[src/pcc_pkg.sv]
// Shared constants, types and the arctangent table of the polar/cartesian converter.
// No dependencies; compile first.
`default_nettype none

package pcc_pkg;

   // Converter size
   localparam int ITERATIONS  = 16;
   localparam int COORD_WIDTH = 16;
   localparam int TABLE_LEN   = 24;
   localparam int CELL_COUNT  = (ITERATIONS < TABLE_LEN) ? ITERATIONS : TABLE_LEN;
   localparam int TAB_IDX_W   = $clog2(TABLE_LEN);
   localparam int OUT_BITS    = (COORD_WIDTH < 16) ? COORD_WIDTH : 16;

   // Field widths
   localparam int CMD_W = 1;
   localparam int A_W   = 17;
   localparam int B_W   = 16;
   localparam int RES_W = 17;

   // Internal formats: coordinates carry GUARD extra fraction bits, angle is 2^32 per turn
   localparam int GUARD     = 14;
   localparam int DW        = 34;
   localparam int ZW        = 34;
   localparam int ANG_SHIFT = 16;
   localparam int GAIN_W    = 30;
   localparam int GAIN_FRAC = 30;
   localparam logic [GAIN_W-1:0] GAIN_Q30 = 30'd652032874;

   localparam logic signed [ZW-1:0] HALF_TURN        = ZW'(64'sd2147483648);
   localparam logic signed [ZW-1:0] QUARTER_TURN     = ZW'(64'sd1073741824);
   localparam logic signed [ZW-1:0] NEG_QUARTER_TURN = ZW'(-64'sd1073741824);

   // Command codes
   typedef enum logic [CMD_W-1:0] {
      CMD_TO_RECT  = 1'b0,
      CMD_TO_POLAR = 1'b1
   } command_type;

   // atan(2^-i) in units of 2^-32 turn
   localparam logic [GAIN_W-1:0] ATAN_TABLE [TABLE_LEN] = '{
      30'd536870912, 30'd316933406, 30'd167458907, 30'd85004756,
      30'd42667331,  30'd21354465,  30'd10679838,  30'd5340245,
      30'd2670163,   30'd1335087,   30'd667544,    30'd333772,
      30'd166886,    30'd83443,     30'd41722,     30'd20861,
      30'd10430,     30'd5215,      30'd2608,      30'd1304,
      30'd652,       30'd326,       30'd163,       30'd81
   };

   // Data handed from cell to cell
   typedef struct packed {
      logic                 to_polar;
      logic                 origin;
      logic signed [DW-1:0] x;
      logic signed [DW-1:0] y;
      logic signed [ZW-1:0] z;
   } cordic_data_type;

endpackage

`default_nettype wire

[src/pcc_if.sv]
// Request and response channel interfaces of the polar/cartesian converter.
// Depends on pcc_pkg for field widths.
`default_nettype none

interface pcc_req_if;
   import pcc_pkg::*;

   logic                  valid;
   logic                  ready;
   logic [CMD_W-1:0]      command;
   logic signed [A_W-1:0] operand_a;
   logic signed [B_W-1:0] operand_b;

   modport source (output valid, command, operand_a, operand_b, input ready);
   modport sink (input valid, command, operand_a, operand_b, output ready);
endinterface


`default_nettype wire

[src/pcc_pre.sv]
// Entry stage: gain prescale and quadrant fold ahead of the CORDIC cell chain.
// Depends on pcc_pkg and pcc_req_if.
`default_nettype none

module pcc_pre (
   input  wire                       clock,
   input  wire                       reset,
   pcc_req_if.sink                   req,
   input  wire                       en_down,
   output logic                      valid_out,
   output pcc_pkg::cordic_data_type  data_out
);
   import pcc_pkg::*;

   localparam logic signed [GAIN_W:0] GAIN_SIGNED = {1'b0, GAIN_Q30};

   logic                          en;
   logic                          valid_ff, valid_in;
   cordic_data_type               data_ff, data_in, fresh;
   logic signed [A_W+GAIN_W:0]    prod;
   logic signed [DW-1:0]          scaled, a_wide, b_wide;
   logic signed [ZW-1:0]          angle;

   // Load a new request whenever this slot is free or moves on
   assign en        = !valid_ff || en_down;
   assign req.ready = en;

   // Build the starting vector
   always_comb begin
      prod   = req.operand_a * GAIN_SIGNED;
      scaled = DW'(prod >>> (GAIN_FRAC - GUARD));
      a_wide = DW'(req.operand_a) <<< GUARD;
      b_wide = DW'(req.operand_b) <<< GUARD;
      angle  = ZW'($signed({req.operand_b, {ANG_SHIFT{1'b0}}}));

      fresh.to_polar = (req.command == CMD_TO_POLAR);
      fresh.origin   = (req.operand_a == '0) && (req.operand_b == '0);

      if (req.command == CMD_TO_POLAR) begin
         // Fold the left half-plane onto the right one
         if (a_wide < 0) begin
            fresh.x = -a_wide;
            fresh.y = -b_wide;
            fresh.z = HALF_TURN;
         end else begin
            fresh.x = a_wide;
            fresh.y = b_wide;
            fresh.z = '0;
         end
      end else begin
         // Turn wide angles by a half turn so the rotation converges
         fresh.y = '0;
         if (angle > QUARTER_TURN) begin
            fresh.x = -scaled;
            fresh.z = angle - HALF_TURN;
         end else if (angle < NEG_QUARTER_TURN) begin
            fresh.x = -scaled;
            fresh.z = angle + HALF_TURN;
         end else begin
            fresh.x = scaled;
            fresh.z = angle;
         end
      end
   end

   // Advance or hold
   always_comb begin
      valid_in = en ? req.valid : valid_ff;
      data_in  = en ? fresh : data_ff;
   end

   always_ff @(posedge clock) begin
      if (reset) begin
         valid_ff <= 1'b0;
      end else begin
         valid_ff <= valid_in;
      end
      data_ff <= data_in;
   end

   assign valid_out = valid_ff;
   assign data_out  = data_ff;

endmodule

`default_nettype wire

[src/flat_wrapper.sv]
// flat-port wrapper written by rule: the top's interface ports become plain ports
module pcc_pre_flat import pcc_pkg::*;
  (clock, reset, en_down, valid_out, data_out, req_valid, req_command, req_operand_a, req_operand_b, req_ready);
  pcc_req_if req_i ();
  input  wire clock;
  input  wire reset;
  input  wire en_down;
  output logic valid_out;
  output pcc_pkg::cordic_data_type data_out;
  input wire logic [$bits(req_i.valid)-1:0] req_valid;
  input wire logic [$bits(req_i.command)-1:0] req_command;
  input wire logic [$bits(req_i.operand_a)-1:0] req_operand_a;
  input wire logic [$bits(req_i.operand_b)-1:0] req_operand_b;
  output wire logic [$bits(req_i.ready)-1:0] req_ready;
  assign req_i.valid = req_valid;
  assign req_i.command = req_command;
  assign req_i.operand_a = req_operand_a;
  assign req_i.operand_b = req_operand_b;
  assign req_ready = req_i.ready;
  pcc_pre u_core (.clock(clock), .reset(reset), .req(req_i), .en_down(en_down), .valid_out(valid_out), .data_out(data_out));
endmodule
[config.mk]
export PLATFORM = sky130hd
export DESIGN_NAME = pcc_pre_flat
export DESIGN_NICKNAME = d
export VERILOG_FILES = /design/src/pcc_pkg.sv /design/src/pcc_if.sv /design/src/pcc_pre.sv /design/src/flat_wrapper.sv
export SDC_FILE = /design/constraint.sdc
export NUM_CORES = 1
export LEC_CHECK = 0
export BUFFER_PORTS_ARGS = -buffer_cell sky130_fd_sc_hd__buf_2
export CORE_MARGIN = 1.5
export CORE_UTILIZATION = 55
export DETAILED_ROUTE_END_ITERATION = 10
export PLACE_DENSITY_LB_ADDON = 0.08
export SYNTH_ARGS = -nofsm -noshare
export SYNTH_HDL_FRONTEND = slang
export SYNTH_SLANG_ARGS = --single-unit
[constraint.sdc]
create_clock -name clock -period 21.1 [get_ports clock]
set_clock_uncertainty 0.05 [all_clocks]
set_input_delay 5.275 -clock clock [delete_from_list [all_inputs] [get_ports clock]]
set_output_delay 5.275 -clock clock [all_outputs]
set_load 0.05 [all_outputs]
* Word-level counts from Yosys, hierarchy flattened *
Index checks and enable logic that the tools add are counted.
Widths: inputs -> output; s select.

word-level totals
  register bits = 105
  bits in latches = 0
  RAM bits = 0
  memory bits (read-only) = 0
  input bits = 38
  word-level logic and storage cells = 28
  memories kept = 0

cells by class
  add/sub/neg operators = 5
  multipliers = 1
  divide/modulo/power cells = 0
  magnitude comparators = 3
  equality and inequality tests = 0
  shifts and indexed selects = 0
  mux-type cells = 6
  bitwise gates (word level) = 0
  reductions and logical operators = 6

operators by type and width
  operator                number
  $mux 102                2
  $mux 34                 4
  $mul 17x30->47 const B  1
  $add 32x33->34 const B  1
  $neg 30->34             1
  $neg 31->34             1
  $neg 32->34             1
  $sub 32x33->34 const B  1
  $gt 32x32->1 const B    1
  $lt 32x31->1 const B    1
  $lt 31x1->1 const B     1
  $logic_not 17->1        1
  $logic_not 16->1        1
  $reduce_and 2->1        1
  $logic_and 1x1->1       1
  $logic_not 1->1         1
  $logic_or 1x1->1        1

* Depth between registers and ports, before layout *
  depth after elaboration = 5
  mapped depth = 27

* Worst setup path after synthesis *
OpenSTA, ideal clock, no wires.

  path kind = input to output
  start = in en_down
  end = out req_ready
  arrival time = 7.426 ns
  data required time = 15.775 ns
  slack = 8.349 ns
  stages = 1
  buffers on the path = 0
  cell sequence = nand2b_1

between the ends
  longest elaborated chain between the ends = 1

ends and longest elaborated chain
  item              line                RTL
  start, declared   flat_wrapper.sv:7   input wire en_down;
  $logic_or 1x1->1  pcc_pre.sv:25       assign en = !valid_ff || en_down;
  end, declared     flat_wrapper.sv:14  output wire logic [$bits(req_i.ready)-1:0] req_ready;

No other way between the ends.

==> reports/results.ini <==
[status]
outcome=completed

[cells_and_area]
area_growth_pct=7.11
nFillCells=2209
drive_gt1_frac=0.116
final_nets=1943
diodes=0

[logic_synthesis]
ys_ff_latch=74
async_reset_ff_frac=0
ys_warn_count=0
synth_cell_types=84
synthCells=1445
synth_flop_cell=edfxtp_1
yosysTopAreaCellShare=0.271
yosysTopAreaCell=fa_1
avgSynthCellArea_um2=9.55
seq_area_frac_synth=0.160
synth_edf_count=73
synth.top_cells.by_area=fa_1, ha_1, edfxtp_1
synthesis.area_mm2=0.0138

[floorplan]
io_pins=144
fp.dieH_um=161
num_rows=57
coreArea_mm2=0.0245
die_width_um=161
die_area_mm2=0.0260
start_util=0.564

[worst_hold_path]
min_path_type=flop to flop

[routing]
vias_per_cell=5.54
drc=0
ant_nets=0
wl_um=36900
drt_iter0_markers=761
wl_per_cell_um=19.8
vias=10300
dr.pass1.iters=6

[sta]
drv_slew=0
finalCriticalPeriod_ns=12.85
finalHoldViolCount=0
max_freq_mhz=77.8
relSlewSlack=0.241
finalSetupViolCount=0
worst_pin_slew_ns=1.11
rsz0062_at_grt=no
setup-tns-final_ns=0
finalCritPeriodShare=0.609

[grt]
grt-busiest-layer=met2
grt_remaining_overflow=0
grt_pass1_vias=10600
grt_max_degree=82
grtUsageMet1=0.431
use_met3=0.0375
grt_pass1_wl_um=59700
antenna_found_initial=0
grtUsageMet2=0.502
grt_usage=0.301

[cts]
hold_buffers=0
cts_sinks=74
cts_post_setup_buffers_inserted=0
numCtsBuffers=9
clockBufferDepth=2
cts_tree=done
path_clk_slew_ns=0.06
clk_latency_ns=0.33
htree_levels=3
clockRootBuffer=clkbuf_16
post_cts_resize_count=0

[worst_setup_path]
worstPathRequired_ns=21.10
cp.arrival_ns=12.85
crit_path_cell_trace=buf_2 -> buf_4 -> fa_1 -> fa_1 -> inv_1 -> fa_1 -> inv_1 -> fa_1 -> fa_1 -> inv_1 -> fa_1 -> inv_1 -> ha_1 -> nand2_1 -> o21ai_1 -> nor2_1 -> a31oi_1 -> a22oi_1 -> nor3_2 -> nand4_2 -> nor4_2 -> a31oi_1 -> xnor2_1 -> mux2i_1
path_class=input pin to flop
crit_slowest_cell=fa_1
critPathMostFrequentCell=fa_1
startpoint_type=input pin
crit_path_end_kind=flop
slowest_delay_ns=0.62
crit_path_max_fanout=32

[placed_design]
dp_hpwl_um=31600
globalplace.congestion=0.957
io_buffers=113

[job]
drv_cap=0

registers in the layout, summed over array words and instances, names as in the netlist:
register          count
u_core.valid_out      1
u_core.data_out      73
routing by layer:
layer  vias up  routed length, µm  part of all wire
li1       4867                  -                 -
met1      5136              16600              0.45
met2       304              17800              0.48
met3        26               1900             0.052
met4         0                476             0.013
met5         -                  0                 0
worst paths after layout:
check | cells past startpoint | slack, ns | start | endpoint
max | 24 | 8.25 | req_operand_a[16] | u_core.data_out[97]
min | 2 | 0.80 | u_core.valid_out | u_core.valid_out
max reg2reg | 2 | 19.38 | u_core.valid_out | u_core.data_out[50]
min reg2reg | 2 | 0.80 | u_core.valid_out | u_core.valid_out
worst max-delay path: cells and delay by family:
kind	cells	cell delay [ns]
multiplexers	1	0.08
adder cells (fa/ha/maj)	7	3.81
AND/OR/NAND/NOR	5	1.56
buffers and inverters	6	0.61
XOR/XNOR	1	0.17
AO/OA/AOI/OAI	4	1.31
cell type report:
type | instances | area [µm²] | area share
repair buffers | 116 | 588 | 0.0398
clock buffers | 10 | 229 | 0.0155
inverters | 316 | 1190 | 0.0803
well taps | 324 | 405 | 0.0274
multi-input cells | 1019 | 10100 | 0.684
clock inverters | 6 | 43.8 | 0.00296
flip-flops and latches | 74 | 2210 | 0.150
Yosys cell counts (all sizes together) (8+ instances only):
| cell | n |
|---|---|
| nor2 | 73 |
| and2 | 19 |
| o21ai | 51 |
| nor2b | 18 |
| nand4 | 15 |
| ha | 182 |
| a211oi | 8 |
| nor4 | 8 |
| a31oi | 12 |
| and3 | 9 |
| nand3 | 16 |
| inv | 316 |
| xnor2 | 58 |
| fa | 187 |
| xor2 | 24 |
| a21oi | 67 |
| edfxtp | 73 |
| buf | 44 |
| a21o | 17 |
| nor3 | 28 |
| mux2i | 13 |
| clkbuf | 21 |
| nand2 | 77 |
| or3 | 9 |
per-stage QoR:
stage | worst slack (ns) | util | area [µm²] | instances | hold slack (ns)
final | 8.25 | 0.604 | 14800 | 1865 | 0.802
after global placement | 8.13 | 0.593 | 14500 | 1849 | 0.791
after global routing | 7.87 | 0.604 | 14800 | 1865 | 0.872
after CTS | 8.37 | 0.604 | 14800 | 1865 | 0.815
after floorplan | 8.35 | - | 13900 | 1474 | 2.75
after detailed placement | 8.05 | 0.593 | 14500 | 1849 | 0.807
cells in the final DEF, fill, tap and decap left out, drive strengths merged, types with 12 or more instances in the layout:
master,instances
a21oi,67
nand4,15
nor2b,18
and2,19
fa,187
ha,182
edfxtp,73
xor2,24
nor3,28
nand3,16
nor2,73
o21ai,51
xnor2,58
conb,30
mux2i,13
buf,116
inv,316
a21o,17
a31oi,12
nand2,77
cells by family after synthesis:
kind of cell,share of synthesized area
AO/OA/AOI/OAI,0.113
XOR/XNOR,0.0521
adder cells (fa/ha/maj),0.437
buffers and inverters,0.115
flip-flops,0.160
multiplexers,0.0102
other,0.000272
AND/OR/NAND/NOR,0.113
Power is left out: the tool's default activity adds up to more than one toggle a clock period on the data nets, which glitch-free logic cannot reach.
