[config.mk]
export PLATFORM = sky130hd
export DESIGN_NAME = pcc_post_flat
export DESIGN_NICKNAME = d
export VERILOG_FILES = /design/src/pcc_pkg.sv /design/src/pcc_if.sv /design/src/pcc_post.sv /design/src/flat_wrapper.sv
export SDC_FILE = /design/constraint.sdc
export NUM_CORES = 1
export LEC_CHECK = 0
export BUFFER_PORTS_ARGS = -buffer_cell sky130_fd_sc_hd__buf_2
export CAP_MARGIN = 10
export CORE_ASPECT_RATIO = 0.9
export CORE_MARGIN = 2
export CORE_UTILIZATION = 25
export CTS_CLUSTER_DIAMETER = 50
export DETAILED_ROUTE_END_ITERATION = 8
export GPL_TIMING_DRIVEN = 0
export MAX_ROUTING_LAYER = met4
export PLACE_DENSITY_LB_ADDON = 0.12
export RECOVER_POWER = 100
export SETUP_SLACK_MARGIN = 0.15
export SLEW_MARGIN = 20
export SYNTH_ARGS = -nofsm -noshare
export SYNTH_HDL_FRONTEND = slang
export SYNTH_SLANG_ARGS = --single-unit
[constraint.sdc]
create_clock -name clock -period 12 [get_ports clock]
set_input_delay 2.4 -clock clock [delete_from_list [all_inputs] [get_ports clock]]
set_output_delay 2.4 -clock clock [all_outputs]
set_load 0.01 [all_outputs]
[src/pcc_pkg.sv]
// Shared constants, types and the arctangent table of the polar/cartesian converter.
// No dependencies; compile first.
`default_nettype none

package pcc_pkg;

   // Converter size
   localparam int ITERATIONS  = 16;
   localparam int COORD_WIDTH = 16;
   localparam int TABLE_LEN   = 24;
   localparam int CELL_COUNT  = (ITERATIONS < TABLE_LEN) ? ITERATIONS : TABLE_LEN;
   localparam int TAB_IDX_W   = $clog2(TABLE_LEN);
   localparam int OUT_BITS    = (COORD_WIDTH < 16) ? COORD_WIDTH : 16;

   // Field widths
   localparam int CMD_W = 1;
   localparam int A_W   = 17;
   localparam int B_W   = 16;
   localparam int RES_W = 17;

   // Internal formats: coordinates carry GUARD extra fraction bits, angle is 2^32 per turn
   localparam int GUARD     = 14;
   localparam int DW        = 34;
   localparam int ZW        = 34;
   localparam int ANG_SHIFT = 16;
   localparam int GAIN_W    = 30;
   localparam int GAIN_FRAC = 30;
   localparam logic [GAIN_W-1:0] GAIN_Q30 = 30'd652032874;

   localparam logic signed [ZW-1:0] HALF_TURN        = ZW'(64'sd2147483648);
   localparam logic signed [ZW-1:0] QUARTER_TURN     = ZW'(64'sd1073741824);
   localparam logic signed [ZW-1:0] NEG_QUARTER_TURN = ZW'(-64'sd1073741824);

   // Command codes
   typedef enum logic [CMD_W-1:0] {
      CMD_TO_RECT  = 1'b0,
      CMD_TO_POLAR = 1'b1
   } command_type;

   // atan(2^-i) in units of 2^-32 turn
   localparam logic [GAIN_W-1:0] ATAN_TABLE [TABLE_LEN] = '{
      30'd536870912, 30'd316933406, 30'd167458907, 30'd85004756,
      30'd42667331,  30'd21354465,  30'd10679838,  30'd5340245,
      30'd2670163,   30'd1335087,   30'd667544,    30'd333772,
      30'd166886,    30'd83443,     30'd41722,     30'd20861,
      30'd10430,     30'd5215,      30'd2608,      30'd1304,
      30'd652,       30'd326,       30'd163,       30'd81
   };

   // Data handed from cell to cell
   typedef struct packed {
      logic                 to_polar;
      logic                 origin;
      logic signed [DW-1:0] x;
      logic signed [DW-1:0] y;
      logic signed [ZW-1:0] z;
   } cordic_data_type;

endpackage

`default_nettype wire

[src/pcc_if.sv]
// Request and response channel interfaces of the polar/cartesian converter.
// Depends on pcc_pkg for field widths.
`default_nettype none


interface pcc_rsp_if;
   import pcc_pkg::*;

   logic                    valid;
   logic                    ready;
   logic signed [RES_W-1:0] result_a;
   logic signed [RES_W-1:0] result_b;

   modport source (output valid, result_a, result_b, input ready);
   modport sink (input valid, result_a, result_b, output ready);
endinterface

`default_nettype wire

[src/pcc_post.sv]
// Exit stages: rounding, magnitude gain, saturation and the response register.
// Depends on pcc_pkg and pcc_rsp_if.
`default_nettype none

module pcc_post (
   input  wire                       clock,
   input  wire                       reset,
   input  wire                       valid_up,
   input  pcc_pkg::cordic_data_type  data_up,
   output logic                      en_up,
   pcc_rsp_if.source                 rsp
);
   import pcc_pkg::*;

   localparam int MX_W   = DW - 3;
   localparam int PROD_W = MX_W + GAIN_W;
   localparam int MAG_SH = GAIN_FRAC + GUARD;
   localparam int MAG_W  = PROD_W + 1 - MAG_SH;

   localparam logic signed [DW-1:0] SAT_HI     = DW'((1 << OUT_BITS) - 1);
   localparam logic signed [DW-1:0] SAT_LO     = DW'(-(1 << OUT_BITS));
   localparam logic signed [DW-1:0] COORD_HALF = DW'(1 << (GUARD - 1));
   localparam logic signed [ZW-1:0] ANG_HALF   = ZW'(1 << (ANG_SHIFT - 1));
   localparam logic [PROD_W:0]      MAG_HALF   = (PROD_W + 1)'(1) << (MAG_SH - 1);
   localparam logic [MAG_W-1:0]     MAG_HI     = MAG_W'((1 << OUT_BITS) - 1);

   // Clamp a rounded coordinate to the output range
   function automatic logic signed [RES_W-1:0] sat_coord(input logic signed [DW-1:0] v);
      logic signed [DW-1:0] c;
      c = v;
      if (v > SAT_HI) begin
         c = SAT_HI;
      end else if (v < SAT_LO) begin
         c = SAT_LO;
      end
      return RES_W'(c);
   endfunction

   logic                    en_a, en_b;
   logic                    valid_a_ff, valid_a_in;
   logic                    polar_a_ff, polar_a_in;
   logic                    origin_a_ff, origin_a_in;
   logic signed [RES_W-1:0] coord_a_ff, coord_a_in;
   logic signed [RES_W-1:0] side_b_ff, side_b_in;
   logic [PROD_W-1:0]       prod_ff, prod_in;
   logic                    valid_b_ff, valid_b_in;
   logic signed [RES_W-1:0] res_a_ff, res_a_in;
   logic signed [RES_W-1:0] res_b_ff, res_b_in;
   logic signed [DW-1:0]    rx, ry;
   logic signed [ZW-1:0]    zr;
   logic [PROD_W:0]         mag_sum;
   logic [MAG_W-1:0]        mag;
   logic signed [RES_W-1:0] mag_sat;

   assign en_b  = !valid_b_ff || rsp.ready;
   assign en_a  = !valid_a_ff || en_b;
   assign en_up = en_a;

   // First stage: round coordinates and angle, scale magnitude by the gain
   always_comb begin
      rx = (data_up.x + COORD_HALF) >>> GUARD;
      ry = (data_up.y + COORD_HALF) >>> GUARD;
      zr = data_up.z + ANG_HALF;
      if (en_a) begin
         valid_a_in  = valid_up;
         polar_a_in  = data_up.to_polar;
         origin_a_in = data_up.origin;
         coord_a_in  = sat_coord(rx);
         side_b_in   = data_up.to_polar ? RES_W'($signed(zr[ANG_SHIFT +: B_W]))
                                        : sat_coord(ry);
         prod_in     = PROD_W'(data_up.x[MX_W-1:0]) * PROD_W'(GAIN_Q30);
      end else begin
         valid_a_in  = valid_a_ff;
         polar_a_in  = polar_a_ff;
         origin_a_in = origin_a_ff;
         coord_a_in  = coord_a_ff;
         side_b_in   = side_b_ff;
         prod_in     = prod_ff;
      end
   end

   // Second stage: round and clamp the magnitude, pick the response
   always_comb begin
      mag_sum = {1'b0, prod_ff} + MAG_HALF;
      mag     = mag_sum[MAG_SH +: MAG_W];
      mag_sat = (mag > MAG_HI) ? RES_W'(MAG_HI) : RES_W'(mag);
      if (en_b) begin
         valid_b_in = valid_a_ff;
         if (!polar_a_ff) begin
            res_a_in = coord_a_ff;
            res_b_in = side_b_ff;
         end else if (origin_a_ff) begin
            res_a_in = '0;
            res_b_in = '0;
         end else begin
            res_a_in = mag_sat;
            res_b_in = side_b_ff;
         end
      end else begin
         valid_b_in = valid_b_ff;
         res_a_in   = res_a_ff;
         res_b_in   = res_b_ff;
      end
   end

   always_ff @(posedge clock) begin
      if (reset) begin
         valid_a_ff <= 1'b0;
         valid_b_ff <= 1'b0;
      end else begin
         valid_a_ff <= valid_a_in;
         valid_b_ff <= valid_b_in;
      end
      polar_a_ff  <= polar_a_in;
      origin_a_ff <= origin_a_in;
      coord_a_ff  <= coord_a_in;
      side_b_ff   <= side_b_in;
      prod_ff     <= prod_in;
      res_a_ff    <= res_a_in;
      res_b_ff    <= res_b_in;
   end

   assign rsp.valid    = valid_b_ff;
   assign rsp.result_a = res_a_ff;
   assign rsp.result_b = res_b_ff;

endmodule

`default_nettype wire

[src/flat_wrapper.sv]
// flat-port wrapper written by rule: the top's interface ports become plain ports
module pcc_post_flat import pcc_pkg::*;
  (clock, reset, valid_up, data_up, en_up, rsp_valid, rsp_result_a, rsp_result_b, rsp_ready);
  pcc_rsp_if rsp_i ();
  input  wire clock;
  input  wire reset;
  input  wire valid_up;
  input  pcc_pkg::cordic_data_type data_up;
  output logic en_up;
  output wire logic [$bits(rsp_i.valid)-1:0] rsp_valid;
  output wire logic [$bits(rsp_i.result_a)-1:0] rsp_result_a;
  output wire logic [$bits(rsp_i.result_b)-1:0] rsp_result_b;
  input wire logic [$bits(rsp_i.ready)-1:0] rsp_ready;
  assign rsp_valid = rsp_i.valid;
  assign rsp_result_a = rsp_i.result_a;
  assign rsp_result_b = rsp_i.result_b;
  assign rsp_i.ready = rsp_ready;
  pcc_post u_core (.clock(clock), .reset(reset), .valid_up(valid_up), .data_up(data_up), .en_up(en_up), .rsp(rsp_i));
endmodule
# After elaboration in Yosys (flattened, before gate mapping)
# Index checks and enable logic that the tools add are counted.
# classes
order_cmp,5
mul,1
n_reduce_logical,4
n_addsub,4
muxes,9
# op_table
operator,count
2-to-1 mux 17 bit,9
"adder 34 x 15 -> 34 bit, second input constant",2
"adder 61 x 44 -> 62 bit, second input constant",1
"multiplier 31 x 29 -> 60 bit, second input constant",1
"greater-than comparator 20 x 17 -> 1 bit, second input constant",2
"less-than comparator 20 x 17 -> 1 bit, second input constant",2
"adder 32 x 17 -> 32 bit, second input constant",1
"greater-than comparator 18 x 16 -> 1 bit, second input constant",1
logical NOT 1 bit,2
logical OR 1 bit,2
# totals
register_bits,132
in_bits,108
elab_cells,32

# Depth between registers and ports, before layout
# depth
ltp_word,5
depth_mapped,23
ltp_nobuf,23

# Worst setup path before layout
# Ideal clock, no wire load.
# synth_timing
path_type,input port to flip-flop
start,input data_up[77] (netlist bit)
end,register u_core.prod_ff[50] (data pin)
required_ns,11.739
cell_stages,21
arrival_time_ns,8.564
setup_slack_ns,3.175
cell_sequence,inv_1 > fa_1 > fa_1 > inv_1 > fa_1 > fa_1 > fa_1 > fa_1 > fa_1 > inv_1 > fa_1 > inv_1 > ha_1 > a211o_1 > a21oi_2 > o41ai_1 > a311o_1 > a22oi_4 > a311oi_4 > or2_4 > xor2_1
# synth_between
elab_chain_cells,1
# synth_rtl
element,line,rtl
"start, declared",flat_wrapper.sv:8,input pcc_pkg::cordic_data_type data_up;
multiplier 31 x 29 -> 60 bit,pcc_post.sv:71,prod_in = PROD_W'(data_up.x[MX_W-1:0]) * PROD_W'(GAIN_Q30);
"end signal, assigned",pcc_post.sv:118,prod_ff <= prod_in;
"end, declared",pcc_post.sv:45,"logic [PROD_W-1:0] prod_ff, prod_in;"
# No other way between the ends.
# A chain may end at the register's enable or synchronous reset.

# Final worst setup path
# layout_timing
start,input data_up[78] (netlist bit)
end,register u_core.prod_ff[55] (data pin)
# Same word-level chain as after synthesis.

==> qor.csv <==
metric;value;unit
outcome;complete, but fails checks;
violated checks;max-capacitance violations, max-slew violations;
YS warnings;0;
Cells after Synth;2131;
CTS clk-pin slew, worst paths;0.07;ns
highest clock rate;0.09635;GHz
fin. max-slew vios;36;
slowest stage cell, crit path;a311oi_1;
met2 Resource Use GR;24.73;%
number of global-route vias before repair;16970;
CP cell instances;clkbuf_1 -> inv_1 -> fa_1 -> fa_1 -> inv_1 -> fa_1 -> fa_1 -> fa_1 -> fa_1 -> fa_1 -> inv_1 -> fa_1 -> inv_1 -> ha_1 -> nand4_1 -> nor4_1 -> o2111ai_2 -> a311oi_1 -> or2_4 -> o211ai_1;
CTS tree;done;
max-cap viol count;1;
Die Width;318.8;um
wire per inst;19.68;um
top_reg_cell synth;edfxtp_1;
Hold Buf Count CTS;0;
ratio of cells with drive above 1 in the final layout;5.661;%
GR peak layer;met2;
GRT overflow;0;
vias post-DR;14710;
asr flop ratio synth;0;%
DIE AREA;91590;sq um
TritonCTS sink count;90;
critical path type;in2reg;
postcts setup bufs;0;
Total GRT Usage;15.72;%
min-delay worst type;reg2reg;
Num CTS Buffers;9;
Worst setup SP type;input port;
FF+latch count, synth;90;
Detail Route Antenna Nets;0;
CP Max Fanout;7;
Synth Cell Area;22300;sq um
Setup violations, final;0;
number of nets in the final layout;3156;
Post-Syn Area per Cell;10.46;sq um
Yosys cell types;83;
post-synthesis net count;3031;
DRT iter0 DRCs;638;
biggest cell delay along the critical path;0.70;ns
Starting Density;25.33;%
vias per cell;4.306;
clock root buffer;clkbuf_16;
site row count;103;
largest net degree at the start of global routing;36;
post-cts resize count;0;
synthesis-to-layout area growth;9.394;%
core box area;88020;sq um
crit path time final;10.38;ns
share of the clock period used by the worst path;86.49;%
met1 usage;22.90;%
initial antenna violation count;0;
met3 Use GR;1.360;%
Crit path buffers/inverters;5;
RSZ-0062 raised after global routing;false;
critical path's top delay family;adder cells;
Arr. time, crit path;10.45;ns
Slew HR;-25.27;%
EDFF count, synth;88;
ant diodes;0;
I/O pin cnt;144;
Placer Congestion;0.8608;
# DRC;0;
crit end category;flip-flop;
global-route wire length before repair;106000;um
fill count;9359;
DR pass1 iterations;5;
dpl hpwl;60590;um
Worst path most repeated cell;fa_1;
clock buffer depth;2;
clk_skew;0.01115;ns
Clock Latency Late Sink;0.34;ns
Slew @ Worst Pin;1.879;ns
total wire length;67230;um
CP required;12.07;ns
register area share after synthesis;12.03;%
final hold violation count;0;
Setup TNS;0;ns
Port-buffer cells;113;
die height;287.3;um
htree depth;3;
## cell usage after synthesis, drive strengths merged (3+ instances only)
cell type / number / share of area, %
a211o: 4 / 0.16
a211oi: 9 / 0.35
a21o: 25 / 0.88
a21oi: 74 / 1.8
a221oi: 4 / 0.21
a311o: 3 / 0.13
a311oi: 3 / 0.22
a31oi: 5 / 0.14
a41oi: 3 / 0.12
and2: 21 / 0.59
and3: 8 / 0.25
and4: 5 / 0.22
buf: 9 / 0.29
clkbuf: 8 / 0.13
edfxtp: 88 / 12
fa: 441 / 40
ha: 351 / 20
inv: 633 / 11
mux2: 16 / 0.81
nand2: 75 / 1.3
nand2b: 9 / 0.25
nand3: 34 / 0.76
nand4: 13 / 0.39
nor2: 58 / 1.0
nor2b: 10 / 0.29
nor3: 14 / 0.38
nor4: 8 / 0.31
o211ai: 10 / 0.34
o21a: 11 / 0.37
o21ai: 52 / 1.3
o21bai: 8 / 0.27
o311ai: 8 / 0.31
o31ai: 4 / 0.13
o41ai: 3 / 0.12
or2: 3 / 0.095
or3: 4 / 0.11
xnor2: 45 / 1.8
xor2: 28 / 1.1
## per-stage QoR
step,hold slack [ns],cells,worst slack (ns),instance area (sq um),utilization (%)
3_3_place_gp,0.4797,3399,2.022,24310,27.61
3_5_place_dp,0.5082,3400,2.077,24330,27.64
6_report,0.5195,3416,1.621,24390,27.71
2_1_floorplan,0.4631,2131,3.175,22300,-
4_1_cts,0.5234,3416,2.425,24610,27.96
5_1_grt,0.5404,3416,1.033,24390,27.71
## worst paths after layout
kind,startpoint,end,slack [ns],depth (start not counted)
setup / recovery,data_up[78],u_core.prod_ff[55],1.62,20
hold reg to reg,u_core.valid_a_ff,u_core.rsp.valid,0.52,2
setup reg to reg,u_core.rsp.valid,u_core.coord_a_ff[0],9.02,3
hold / removal,u_core.valid_a_ff,u_core.rsp.valid,0.52,2
## layer usage
layer	part of all wire (%)	routed length [um]
met4	0.41	278
met1	52	34780
met5	0	0
met3	2.8	1865
met2	45	30300
## cells in the final DEF, fill, tap and decap left out, types with 5 or more instances in the layout
cell / instances
inv_1: 633
fa_1: 441
ha_1: 351
edfxtp_1: 88
buf_2: 76
nand2_1: 75
a21oi_1: 72
nor2_1: 57
clkbuf_1: 53
xnor2_1: 45
o21ai_0: 43
nand3_1: 34
xor2_1: 28
a21o_1: 24
and2_0: 14
nor3_1: 12
nand4_1: 12
mux2_2: 12
o21a_1: 11
o211ai_1: 10
nor2b_1: 9
nand2b_1: 9
clkbuf_16: 9
o21bai_1: 8
o21ai_1: 7
a211oi_1: 7
nor4_1: 7
and3_1: 7
and2_1: 7
o311ai_0: 7
a31oi_1: 5
## sequential cells by signal, indices dropped and copies added, names as in the netlist
register,cells
u_core.prod_ff,18
u_core.coord_a_ff,17
u_core.rsp.result_a,17
u_core.rsp.result_b,17
u_core.side_b_ff,17
u_core.origin_a_ff,1
u_core.polar_a_ff,1
u_core.rsp.valid,1
u_core.valid_a_ff,1
## cell type report
type / instances / area (sq um) / area share (%)
Buffer: 17 / 75.07 / 0.3078
Clock buffer: 9 / 225.2 / 0.9234
Clock inverter: 7 / 51.30 / 0.2103
Inverter: 633 / 2376 / 9.742
Multi-Input combinational cell: 1391 / 17020 / 69.76
Sequential cell: 90 / 2683 / 11.00
Tap cell: 1155 / 1445 / 5.925
Timing Repair Buffer: 114 / 519.2 / 2.129
## worst register-to-register path: stages (launching register included)
cell      delay [ns]
dfxtp_1         0.31
nor2b_1         0.16
nand2_1         0.66
clkbuf_1        1.42
## cell families after synthesis
| group | count (synthesis) | share of synthesized area, % |
|---|---|---|
| xor+xnor | 73 | 2.868 |
| flops | 90 | 12.03 |
| simple gates | 271 | 6.314 |
| fa+ha+maj | 792 | 59.30 |
| mux | 18 | 0.9147 |
| compound gates | 237 | 7.492 |
| buf+inv | 650 | 11.08 |
Power is not shown: default switching activity piles up to over one toggle a cycle in this logic, so the estimate is an artifact.
